===== src/design/vr_pkg.sv =====
// Shared types, constants and width helpers for the vector refraction pipeline.
// No dependencies; every other design file imports this package.
package vr_pkg;

  localparam int COMP_W     = 16;
  localparam int CFG_ADDR_W = 3;
  localparam int SQRT_STEPS = 4;   // root bits resolved per sqrt stage
  localparam int D_W        = 34;  // dot product width
  localparam int EE_W       = 33;  // eta squared, signed view
  localparam int LP_W       = 33;  // eta times light component

  // register index, taken from paddr above the byte offset
  localparam logic [CFG_ADDR_W-3:0] REG_RATIO = 1'b0;

  typedef logic [COMP_W-1:0] comp_t;
  typedef comp_t [2:0]       vec3_t;

  function automatic int vr_max(input int a, input int b);
    return (a > b) ? a : b;
  endfunction

  function automatic int vr_dq_w(input int f);
    return D_W - f + 1;
  endfunction

  function automatic int vr_o2_w(input int f);
    return vr_max(2 * vr_dq_w(f), 2 * f + 2) + 1;
  endfunction

  function automatic int vr_omd_w(input int f);
    return vr_o2_w(f) - f + 1;
  endfunction

  function automatic int vr_e2_w(input int f);
    return EE_W - f + 1;
  endfunction

  function automatic int vr_p_w(input int f);
    return vr_e2_w(f) + vr_omd_w(f);
  endfunction

  function automatic int vr_k_w(input int f);
    return (vr_p_w(f) >= 63) ? 64 : vr_max(vr_p_w(f), 2 * f + 2) + 1;
  endfunction

  function automatic int vr_s_w(input int f);
    return vr_k_w(f) >> 1;
  endfunction

  function automatic int vr_ed_w(input int f);
    return COMP_W + 1 + vr_dq_w(f);
  endfunction

  function automatic int vr_t_w(input int f);
    return vr_max(vr_ed_w(f), vr_s_w(f) + f + 1) + 1;
  endfunction

  function automatic int vr_tq_w(input int f);
    return vr_t_w(f) - f + 1;
  endfunction

  function automatic int vr_np_w(input int f);
    return COMP_W + vr_tq_w(f);
  endfunction

  function automatic int vr_v_w(input int f);
    return vr_max(vr_np_w(f), LP_W) + 1;
  endfunction

  function automatic int vr_vq_w(input int f);
    return vr_v_w(f) - f + 1;
  endfunction

endpackage


===== src/design/vr_cfg.sv =====
// APB register file holding the refraction ratio.
// Depends on vr_pkg for the address width and register index.
module vr_cfg
  import vr_pkg::*;
#(
  parameter int FRAC_BITS = 14
) (
  input  logic                  clk,
  input  logic                  rst,
  input  logic                  psel,
  input  logic                  penable,
  input  logic                  pwrite,
  input  logic [CFG_ADDR_W-1:0] paddr,
  input  logic [31:0]           pwdata,
  output logic [31:0]           prdata,
  output logic                  pready,
  output logic [15:0]           ratio
);

  localparam logic [15:0] RATIO_RESET = 16'(64'd1 << FRAC_BITS);

  logic [CFG_ADDR_W-3:0] idx;

  assign idx    = paddr[CFG_ADDR_W-1:2];
  assign pready = 1'b1;

  always_comb begin
    unique case (idx)
      REG_RATIO: prdata = {16'd0, ratio};
      default:   prdata = 32'd0;
    endcase
  end

  always_ff @(posedge clk) begin
    if (rst) begin
      ratio <= RATIO_RESET;
    end else if (psel && penable && pwrite && pready && idx == REG_RATIO) begin
      ratio <= pwdata[15:0];
    end
  end

endmodule


===== config.mk =====
export PLATFORM = sky130hd
export DESIGN_NAME = vr_cfg
export DESIGN_NICKNAME = d
export VERILOG_FILES = /design/src/design/vr_pkg.sv /design/src/design/vr_cfg.sv
export SDC_FILE = /design/constraint.sdc
export NUM_CORES = 1
export LEC_CHECK = 0
export ABC_CLOCK_PERIOD_IN_PS = 2150
export BUFFER_PORTS_ARGS = -buffer_cell sky130_fd_sc_hd__buf_2
export CAP_MARGIN = 0
export CORE_MARGIN = 2
export CORE_UTILIZATION = 40
export DETAILED_ROUTE_END_ITERATION = 7
export PLACE_DENSITY_LB_ADDON = 0.3
export SETUP_SLACK_MARGIN = 0.05
export SYNTH_ARGS = -nofsm -noshare
export SYNTH_HDL_FRONTEND = slang
export SYNTH_SLANG_ARGS = --single-unit

===== constraint.sdc =====
create_clock -name clk -period 2.15 [get_ports clk]
set_clock_uncertainty 0.15 [all_clocks]
set_input_delay 0 -clock clk [delete_from_list [all_inputs] [get_ports clk]]
set_output_delay 0 -clock clk [all_outputs]
set_load 0.01 [all_outputs]

# == Word-level counts from Yosys, hierarchy flattened ==
# Index checks and enable logic that the tools add are counted.
# Widths: inputs -> output; s select.
# word_totals
regBits,16
inputBits,40
wordCells,6
# classes
muxes,1
bitwise_logic,1
n_reduce_logical,3
# ops
op,n
$mux 16,1
$logic_and 1x1->1,3
$not 1->1,1

# == Logic depth before layout (Yosys ltp) ==
# logic_depth
word_depth,3
depth_mapped,4
ltp_nobuf,2

# == Worst setup path after synthesis ==
# No wires, ideal clock.
# synth_path
path_kind,input-to-reg
from,input paddr[2]
to,register ratio[0]
arrival_time_ns,0.669
setup_slack_ns,1.260
cell_stages,4
n_path_buf,2
path_cell_list,and4b_1 buf_6 buf_12 mux2i_1
# synth_between
elab_chain_len,2
# synth_lines
item,line_no,source
"start, declared",vr_cfg.sv:13,"input logic [CFG_ADDR_W-1:0] paddr,"
$not 1->1,-,
$logic_and 1x1->1,vr_cfg.sv:37,end else if (psel && penable && pwrite && pready && idx == REG_RATIO) begin
"end signal, assigned",vr_cfg.sv:38,ratio <= pwdata[15:0];
"end, declared",vr_cfg.sv:17,output logic [15:0] ratio
# Every way passes these cells.
# A chain may end at the register's enable or synchronous reset.

# == Worst setup path after layout ==
# layout_path
from,register ratio[5]
to,output prdata[5]
# layout_between
elab_chain_len,1
# layout_lines
item,line_no,source
$mux 16,vr_cfg.sv:28,unique case (idx)
"end, declared",vr_cfg.sv:15,"output logic [31:0] prdata,"
# Every way passes these cells.

==> impl_metrics.tcl <==
set metrics [dict create \
    cell_internal_pwr_w 0.000429 \
    seqPwrFrac 0.532 \
    switchingPower_w 0.000148 \
    cp-end-kind "output pin" \
    globalRouteMet3Util 0.0500 \
    postRouteAntennaNets 0 \
    leakage_nw 0.686 \
    cts-htree-levels 1 \
    finalCriticalPeriod_ns 1.10 \
    die_h_um 53.6 \
    busiest_layer "met2" \
    layout-drive-gt1-share 0.368 \
    design_area_sq_um 1360 \
    routedWlPerCell_um 10.4 \
    avgSynthCellArea_sq_um 9.27 \
    ir_worst_vdd_mv 0.360 \
    combPwrFrac 0.195 \
    gr-usage-met2 0.315 \
    largest-register "ratio" \
    ys_seq_area_frac 0.326 \
    reg_top3 "ratio (16)" \
    largest_reg_flops 16 \
    tns_ns 0 \
    antenna_found_initial 0 \
    clk_pin_slew_ns 0.09 \
    setup_violations 0 \
    p_per_area_nw_per_um2 426 \
    worstPathRequired_ns 2.00 \
    tritoncts "done" \
    cp-start-kind "flop" \
    nets 213 \
    dieArea_sq_um 2870 \
    drt_iter0_drc 4 \
    cts_root_buf "clkbuf_4" \
    io_pins 89 \
    clk_path_buf_depth 2 \
    coreArea_sq_um 2280 \
    num_rows 17 \
    portBuffers 53 \
    place.gp.congestion 0.668 \
    dpl.hpwl_mm 1.37 \
    crit_fanout 3 \
    cts_setup_buffers 0 \
    num_vias 849 \
    cts_num_sinks 16 \
    routed_wl_mm 2.08 \
    clkLatencyLatePin_ns 0.29 \
    grt.total_usage 0.168 \
    place_area_sq_um 1170 \
    die_x_um 53.6 \
    antenna_cells 0 \
    clkPwrFrac 0.272 \
    syn_to_final_growth_pct 38.0 \
    overflow 0 \
    drt-pass1-iter-count 4 \
    drc 0 \
    synth-seq-cells 16 \
    grt_max_degree 33 \
    grtUsageMet1 0.179 \
    hold_buffers 16 \
    finalCritPeriodShare 0.513 \
    vias_per_cell 4.27 \
    worst_ep_arrival_time_ns 0.95 \
    fmax_ghz 0.907 \
    cts-buffers-inserted 3 \
    cts_resized 0 \
    rsz0062_at_grt "no" \
    synthCells 106 \
    p_sw_frac 0.256 \
    synth_cell_types 12 \
    drv_slew 0 \
    hold_class "primary input to flop" \
    crit_type "flop to output pin" \
    yosys_warnings 0 \
    grt_pass1_vias 754 \
    grt_first_pass_wirelength_mm 3.39 \
    netlist_area_sq_um 982 \
    start_util 0.432 \
    status "finished, final reports clean" \
    hold_viol_final 0 \
    maxCapViolCount 0 \
]
worst paths after layout:
| check | startpoint | end | slack, ns | cells past startpoint |
|---|---|---|---|---|
| max reg2reg | ratio[12] | ratio[12] | 1.39 | 2 |
| max | ratio[5] | prdata[5] | 1.05 | 2 |
| min | rst | ratio[14] | 0.03 | 3 |
| min reg2reg | ratio[4] | ratio[4] | 0.34 | 2 |
power groups by stage:
stage	Combinational (W)	Clock (W)	Sequential (W)
global route	0.000127	0.000176	0.000308
CTS	0.000113	0.000166	0.000307
floorplan	0.0000783	0	0.000317
detailed placement	0.0000910	0	0.000314
global placement	0.0000889	0	0.000313
finish	0.000113	0.000157	0.000307
cell families after synthesis:
kind of cell | Yosys count | synth area share
buffers and inverters | 23 | 0.177
flip-flops | 16 | 0.326
multiplexers | 16 | 0.163
other | 2 | 0.00765
AND/OR/NAND/NOR | 49 | 0.326
layout make-up:
cell class / instances / area, sq um
well taps: 28 / 35.0
flip-flops and latches: 16 / 320
clock buffers: 3 / 22.5
repair buffers: 70 / 433
multi-input cells: 82 / 544
fillers: 210 / 921
layout by cell type, fill, tap and decap left out:
| master | n |
|---|---|
| and2b_2 | 6 |
| and4b_1 | 1 |
| buf_2 | 53 |
| buf_4 | 1 |
| clkbuf_4 | 3 |
| conb_1 | 17 |
| dfxtp_1 | 16 |
| dlygate4sd3_1 | 16 |
| mux2i_1 | 16 |
| nand2b_1 | 30 |
| nor2_1 | 2 |
| nor2b_1 | 10 |
through the flow:
stage                     worst slack [ns]   util  cells  total power (W)  hold WS (ns)
after global routing                 0.972  0.595    199         0.000612        0.0971
after floorplan                       1.26      -    121         0.000395       0.00470
after detailed placement             0.909  0.515    180         0.000405         0.118
after global placement               0.959  0.515    180         0.000402         0.111
final                                 1.05  0.595    199         0.000577        0.0321
after CTS                             1.04  0.595    199         0.000586        0.0219
critical path, stage by stage, from the launching register on:
cell	delay [ns]
dfxtp_1	0.37
nor2b_1	0.16
buf_2	0.14
per-layer routing:
layer | part of all wire | wire length (um) | vias to the layer above
li1 | - | - | 428
met1 | 0.39 | 819 | 382
met2 | 0.54 | 1120 | 37
met3 | 0.058 | 121 | 2
met4 | 0.0082 | 17 | 0
met5 | 0 | 0 | -
cells in the mapped netlist:
library cell  count  area share
nand2b_1         30        0.19
buf_4            17        0.13
dfxtp_1          16        0.33
mux2i_1          16        0.16
nor2b_1          10       0.064
and2b_2           6       0.054
clkbuf_1          4       0.015
conb_1            2      0.0076
nor2_1            2      0.0076
and4b_1           1       0.010
buf_12            1       0.020
buf_6             1       0.011
Note: power is estimated with default switching activity, not from simulation.
