**config.mk**
```make
export PLATFORM = sky130hd
export DESIGN_NAME = vr_sqrt
export DESIGN_NICKNAME = d
export VERILOG_FILES = /design/src/design/vr_pkg.sv /design/src/design/vr_sqrt.sv
export SDC_FILE = /design/constraint.sdc
export NUM_CORES = 2
export LEC_CHECK = 0
export ABC_CLOCK_PERIOD_IN_PS = 12840
export BUFFER_PORTS_ARGS = -buffer_cell sky130_fd_sc_hd__buf_4
export CORE_ASPECT_RATIO = 0.75
export CORE_MARGIN = 5
export CORE_UTILIZATION = 40
export CTS_BUF_LIST = sky130_fd_sc_hd__clkbuf_4 sky130_fd_sc_hd__clkbuf_8
export CTS_CLUSTER_DIAMETER = 30
export DETAILED_ROUTE_END_ITERATION = 8
export PLACE_DENSITY = 0.62
export SLEW_MARGIN = 15
export SYNTH_ARGS = -nofsm -noshare
export SYNTH_HDL_FRONTEND = slang
export SYNTH_SLANG_ARGS = --single-unit
```
**constraint.sdc**
```tcl
create_clock -name clk -period 12.84 [get_ports clk]
set_input_delay 1.284 -clock clk [delete_from_list [all_inputs] [get_ports clk]]
set_output_delay 1.284 -clock clk [all_outputs]
set_load 0.05 [all_outputs]
```
**src/design/vr_pkg.sv**
```systemverilog
// Shared types, constants and width helpers for the vector refraction pipeline.
// No dependencies; every other design file imports this package.
package vr_pkg;

  localparam int COMP_W     = 16;
  localparam int CFG_ADDR_W = 3;
  localparam int SQRT_STEPS = 4;   // root bits resolved per sqrt stage
  localparam int D_W        = 34;  // dot product width
  localparam int EE_W       = 33;  // eta squared, signed view
  localparam int LP_W       = 33;  // eta times light component

  // register index, taken from paddr above the byte offset
  localparam logic [CFG_ADDR_W-3:0] REG_RATIO = 1'b0;

  typedef logic [COMP_W-1:0] comp_t;
  typedef comp_t [2:0]       vec3_t;

  function automatic int vr_max(input int a, input int b);
    return (a > b) ? a : b;
  endfunction

  function automatic int vr_dq_w(input int f);
    return D_W - f + 1;
  endfunction

  function automatic int vr_o2_w(input int f);
    return vr_max(2 * vr_dq_w(f), 2 * f + 2) + 1;
  endfunction

  function automatic int vr_omd_w(input int f);
    return vr_o2_w(f) - f + 1;
  endfunction

  function automatic int vr_e2_w(input int f);
    return EE_W - f + 1;
  endfunction

  function automatic int vr_p_w(input int f);
    return vr_e2_w(f) + vr_omd_w(f);
  endfunction

  function automatic int vr_k_w(input int f);
    return (vr_p_w(f) >= 63) ? 64 : vr_max(vr_p_w(f), 2 * f + 2) + 1;
  endfunction

  function automatic int vr_s_w(input int f);
    return vr_k_w(f) >> 1;
  endfunction

  function automatic int vr_ed_w(input int f);
    return COMP_W + 1 + vr_dq_w(f);
  endfunction

  function automatic int vr_t_w(input int f);
    return vr_max(vr_ed_w(f), vr_s_w(f) + f + 1) + 1;
  endfunction

  function automatic int vr_tq_w(input int f);
    return vr_t_w(f) - f + 1;
  endfunction

  function automatic int vr_np_w(input int f);
    return COMP_W + vr_tq_w(f);
  endfunction

  function automatic int vr_v_w(input int f);
    return vr_max(vr_np_w(f), LP_W) + 1;
  endfunction

  function automatic int vr_vq_w(input int f);
    return vr_v_w(f) - f + 1;
  endfunction

endpackage

```
**src/design/vr_sqrt.sv**
```systemverilog
// Pipelined integer square root, a few root bits per stage, with side payload.
// Depends on vr_pkg for the number of steps per stage.
module vr_sqrt
  import vr_pkg::*;
#(
  parameter int S_W    = 25,
  parameter int SIDE_W = 8
) (
  input  logic               clk,
  input  logic               rst,
  input  logic               in_valid,
  output logic               in_ready,
  input  logic [2*S_W-1:0]   rad,
  input  logic [SIDE_W-1:0]  in_side,
  output logic               out_valid,
  input  logic               out_ready,
  output logic [S_W-1:0]     root,
  output logic [SIDE_W-1:0]  out_side
);

  localparam int RAD_W = 2 * S_W;
  localparam int ST_W  = RAD_W + S_W + 1 + S_W;
  localparam int NSTG  = (S_W + SQRT_STEPS - 1) / SQRT_STEPS;

  logic [NSTG-1:0]   vld, en;
  logic [ST_W-1:0]   st_q   [NSTG];
  logic [ST_W-1:0]   st_nx  [NSTG];
  logic [SIDE_W-1:0] side_q [NSTG];
  logic [ST_W-1:0]   first_st;

  // state word: remaining radicand bits, partial remainder, partial root
  function automatic logic [ST_W-1:0] sq_steps(input logic [ST_W-1:0] st,
                                               input int first);
    logic [RAD_W-1:0] r;
    logic [S_W:0]     rm;
    logic [S_W-1:0]   rt;
    logic [S_W+2:0]   cand, trial, diff;
    {r, rm, rt} = st;
    for (int i = 0; i < SQRT_STEPS; i++) begin
      if (first + i < S_W) begin
        cand  = {rm, r[RAD_W-1 -: 2]};
        trial = {1'b0, rt, 2'b01};
        diff  = cand - trial;
        r     = r << 2;
        if (cand >= trial) begin
          rm = diff[S_W:0];
          rt = {rt[S_W-2:0], 1'b1};
        end else begin
          rm = cand[S_W:0];
          rt = {rt[S_W-2:0], 1'b0};
        end
      end
    end
    return {r, rm, rt};
  endfunction

  assign first_st = {rad, {(S_W + 1){1'b0}}, {S_W{1'b0}}};

  always_comb begin
    st_nx[0] = sq_steps(first_st, 0);
    for (int g = 1; g < NSTG; g++) begin
      st_nx[g] = sq_steps(st_q[g-1], g * SQRT_STEPS);
    end
  end

  always_comb begin
    en[NSTG-1] = !vld[NSTG-1] || out_ready;
    for (int g = NSTG - 2; g >= 0; g--) begin
      en[g] = !vld[g] || en[g+1];
    end
  end

  assign in_ready  = en[0];
  assign out_valid = vld[NSTG-1];
  assign root      = st_q[NSTG-1][S_W-1:0];
  assign out_side  = side_q[NSTG-1];

  always_ff @(posedge clk) begin
    if (rst) begin
      vld <= '0;
    end else begin
      if (en[0]) vld[0] <= in_valid;
      for (int g = 1; g < NSTG; g++) begin
        if (en[g]) vld[g] <= vld[g-1];
      end
    end
  end

  always_ff @(posedge clk) begin
    if (en[0]) side_q[0] <= in_side;
    for (int g = 1; g < NSTG; g++) begin
      if (en[g]) side_q[g] <= side_q[g-1];
    end
    for (int g = 0; g < NSTG; g++) begin
      if (en[g]) st_q[g] <= st_nx[g];
    end
  end

endmodule

```
* After elaboration in Yosys (flattened, before gate mapping)
Memories as Yosys holds them, arrays and structs flattened. Index checks and enable logic that the tools add are counted.
Word-level totals: flip-flop bits (word level) 7, RAM bits 749, bits of input ports 62, output and inout port bits 35, logic and storage cells 137, memories kept 2
Memory list:
- st_q | words 7, bits a word 99, rd ports 7, clocked after memory_dff 0, write ports 7, line vr_sqrt.sv:26 | logic [ST_W-1:0] st_q [NSTG];
- side_q | words 7, bits a word 8, rd ports 7, clocked after memory_dff 0, write ports 7, line vr_sqrt.sv:28 | logic [SIDE_W-1:0] side_q [NSTG];
Cells by class: add/subtract/negate cells 25, magnitude comparators 25, mux-type cells 64, reduce and logical (&&, ||, !) cells 14
Operators with widths (count):
- 26-bit two-way mux | 25
- 28-bit by 27-bit >= comparator with 1-bit output | 21
- 26-bit subtractor | 21
- 1-bit two-way mux | 39
- 28-bit by 3-bit >= comparator with 1-bit output | 1
- 28-bit by 4-bit >= comparator with 1-bit output | 1
- 28-bit by 5-bit >= comparator with 1-bit output | 1
- 26-bit by 3-bit subtractor with 26-bit output | 1
- 26-bit by 4-bit subtractor with 26-bit output | 1
- 26-bit by 5-bit subtractor with 26-bit output | 1
- 1-bit logical NOT | 7
- 1-bit logical OR | 7
- 2-bit by 1-bit subtractor with 3-bit output, second input constant | 1
- 2-bit by 1-bit >= comparator with 1-bit output, second input constant | 1

* Logic depth before layout (Yosys ltp)
depth in word-level cells 10, mapped depth 64, gate-level depth less buffers 56

* Worst setup path before layout
Ideal clock, no wire load.
path kind register to register, from mem st_q[3][2] (netlist bit), to mem st_q[4][38] (netlist bit) (data pin), setup time 260 ps, arrival 11742 ps, required time 12580 ps, setup slack 838 ps, cell stages (with the launch flop) 61, path buffers 8, period minus slack after synthesis 12002 ps, path through edfxtp_1 inv_1 ha_1 a21o_1 o41ai_1 nor2b_1 o21ai_0 nand2b_1 nor2b_1 nor2b_1 o21ai_0 a21oi_1 xor2_1 o21ai_0 ha_1 clkbuf_1 nand4_1 nor2_1 [... 25 more ...] a21o_1 a21oi_1 o21ba_2 o21ba_2 nor2b_1 o21a_1 o21ai_0 nand2b_1 a21o_1 a21oi_1 nand2b_1 nand2_1 a221o_1 or3_1 or4_1 buf_2 buf_2 mux2_2
RTL lines (line):
- start, declared | vr_sqrt.sv:26

==> out/results.ini <==
[worst_hold_path]
hold_end = st_q[2][79]
worstHoldPathCells = 0
min_from = st_q[1][71]
hp-class = reg2reg

[placement]
dp.cells = 5935
place_ws_ns = -0.104
gp_congestion = 0.953
io_buffers = 96
dp.final_hpwl_um = 99200
place_area_sq_um = 42900

[worst_setup_path]
crit_type = reg2reg
worst-endpoint-arrival_ns = 12.67
crit_path_top_delay_cell = o311ai_1
crit_start = st_q[1][1]
critical_path.endpoint_type = flop
r2r_start = st_q[1][1]
cp_max_fo = 22
critPathLaunchType = flop
r2r_end = st_q[2][44]
reg2reg_depth = 42
crit_required_ns = 13.31
crit_path_max_incr_delay_ns = 0.87
r2r_slack_ns = 0.64

[layout]
nNetsFinal = 5103
drive_gt1_share_pct = 10.5
instances_no_fill = 6103
regArea_sq_um = 13700
multiInputGateArea_sq_um = 25400
final.fill_count = 9943
area_growth_syn_to_layout_pct = 10.7
final_area_sq_um = 44900

[power_and_ir_drop]
leakage_nw = 19.2
p_per_area_nw_per_um2 = 181
peakVddDrop_mv = 0.0971
p_total_mw = 8.12

[grt]
grt_use_total_pct = 22.4
grt_pass1_vias = 32400
grt_max_degree = 65
antenna_found_initial = 4
gr-total-overflow = 0
grt_pass1_wl_um = 191000

[clocking]
root_buffer = clkbuf_8
cts-htree-levels = 3
clk_path_buf_depth = 3
clock_latency_ns = 0.75
cts_setup_buffers = 0
cts_tree = built
numCtsBuffers = 93
clkSinkCount = 460
clk_pin_slew_ns = 0.06

[floorplan]
io_pins = 97
core_sq_um = 101000
start_util_pct = 40.2
die_h_um = 286
dieArea_sq_um = 108000
die_x_um = 378
num_rows = 101

[job]
drv_cap = 0

[sta]
relSlewSlack_pct = 23.6
period_share_pct = 95.0
fin_skew_ns = 0.0537
max_clock_freq_mhz = 82.0
timing.final.hold_violations = 0
min_period_ns = 12.20
setup_viol_count_final = 0
finalWorstSetupSlack_ns = 0.640
slew_viol_final = 0
worst_pin_slew_ns = 1.14
timing.setup.tns_ns = 0

[synthesis]
synth_seq_cells = 460
avgSynthCellArea_sq_um = 8.88
yosysTopAreaCell = edfxtp_1
synthMuxAreaShare_pct = 2.57
synth_top_family_by_area = compound AO/OA/AOI/OAI gates
syn_inst = 4566
synth-compound-area-share_pct = 20.9
synth-xor-area-share_pct = 8.95
synthFlopType = edfxtp_1
syn_area_sq_um = 40500
synth_cell_types = 106
synth.area.top_cells = edfxtp_1 (34%), ha_1 (11%), xnor2_1 (6.1%), a21oi_1 (5.2%), nor2_1 (3.9%)
yosysSeqAreaShare_pct = 33.9
synth-simple-area-share_pct = 19.2
synth_fa_ha_area_share_pct = 10.8
async_flop_share_pct = 0
synth_top_area_share_pct = 33.6
synth_edf_count = 453
ys_warn_count = 0

[route]
wl_um = 125000
wire_per_inst_um = 20.5
drtIter0Drc = 3782
drcViolationCount = 0
drtPass1Iterations = 6
vias_per_cell = 5.81
vias = 35500
final_antenna_net_count = 0

[run_status]
status = complete, no violations

-- through the flow --
stage	hold WS (ns)	util, %
2_1_floorplan	0.400	-
4_1_cts	0.410	44.4
3_3_place_gp	0.400	42.5
3_5_place_dp	0.405	42.5
6_report	0.405	44.5
5_1_grt	0.419	44.5
-- worst max-delay path by stage --
stage                  end  slack (ns)
2_1_floorplan  st_q[4][38]        0.84
4_1_cts        st_q[2][44]        0.12
6_report       st_q[2][44]        0.64
3_5_place_dp   st_q[2][44]       -0.10
3_3_place_gp   st_q[2][44]       -0.10
5_1_grt        st_q[5][48]       -0.08
-- layout make-up --
cell class,count,share of cell area [%]
inverter,262,2.21
multi-input combinational,3721,56.6
tap,1339,3.73
antenna,2,0.0112
timing repair buffer,153,2.60
clock buffer,108,3.12
sequential,460,30.6
clock inverter,58,1.10
-- report_power, final --
| group | internal [mW] | switching [mW] | total (mW) |
|---|---|---|---|
| Clock | 0.841 | 0.691 | 1.53 |
| Combinational | 1.67 | 2.67 | 4.34 |
| Sequential | 2.02 | 0.225 | 2.24 |
| Total | 4.53 | 3.59 | 8.12 |
-- cells by family (layout without fill, tap and decap cells) --
| family | after synthesis | in the layout |
|---|---|---|
| other cells | 1 | 5 |
| xor+xnor | 414 | 414 |
| mux | 95 | 95 |
| simple gates | 1548 | 1548 |
| buf+inv | 387 | 581 |
| compound gates | 1311 | 1311 |
| fa+ha+maj | 350 | 350 |
| flops | 460 | 460 |
-- cell usage in the layout, fill, tap and decap left out, drive strengths merged, types with 34 or more instances in the layout --
cell type,n
edfxtp,453
and2,41
o21ai,257
nor4,48
a21o,165
a211oi,37
o21bai,48
o21a,55
nand2b,68
nor2,420
nand3,109
clkinv,41
nand4,69
a21oi,422
o31ai,36
nor2b,57
or2,37
or3,34
nand2,372
and3,45
xnor2,282
a31oi,40
xor2,132
ha,350
clkbuf,108
buf,153
o211ai,36
nor3,120
inv,263
mux2,70
-- cell usage after synthesis (13+ instances only) --
cell type / count
mux2i_1: 25
and3_1: 45
a211oi_1: 37
xor2_1: 132
a21oi_1: 422
nand2b_1: 68
o21bai_1: 48
and2_1: 40
o21ai_0: 254
ha_1: 350
or4_1: 26
buf_2: 13
nor2b_1: 57
mux2_2: 68
xnor2_1: 282
a31oi_1: 40
buf_1: 16
nand2_1: 370
nand4_1: 69
clkbuf_1: 92
or2_2: 35
and4_1: 17
edfxtp_1: 453
o2111ai_1: 14
nor2_1: 420
inv_1: 253
o31ai_1: 36
nand3b_1: 17
nand3_1: 108
o21a_1: 55
nor3_1: 114
or3_1: 34
nor4_1: 47
nor3b_1: 21
a21o_1: 165
o211ai_1: 35
-- critical path: cells and delay by family, from the launching register on --
family	cells	cell delay [ns]
buf+inv	4	1.18
fa+ha+maj	4	1.45
flops	1	0.49
xor+xnor	2	0.37
compound gates	16	4.58
simple gates	16	3.82
-- state kept, by name, summed over array words and instances, names as in the netlist --
register  flops
st_q        397
side_q       56
vld           7
-- metal layers --
layer,routed length [um],GRT usage (%)
met4,2540,5.00
met5,12,0
met2,50700,31.6
met1,61200,34.1
met3,10800,5.65
-- timing repair --
item	in CTS	in global routing
endpoints found under the setup margin	2	71
pin swaps	0	1
hold buffers	0	0
resized for setup	1	27
No activity file was read; power rests on OpenSTA's default activity.
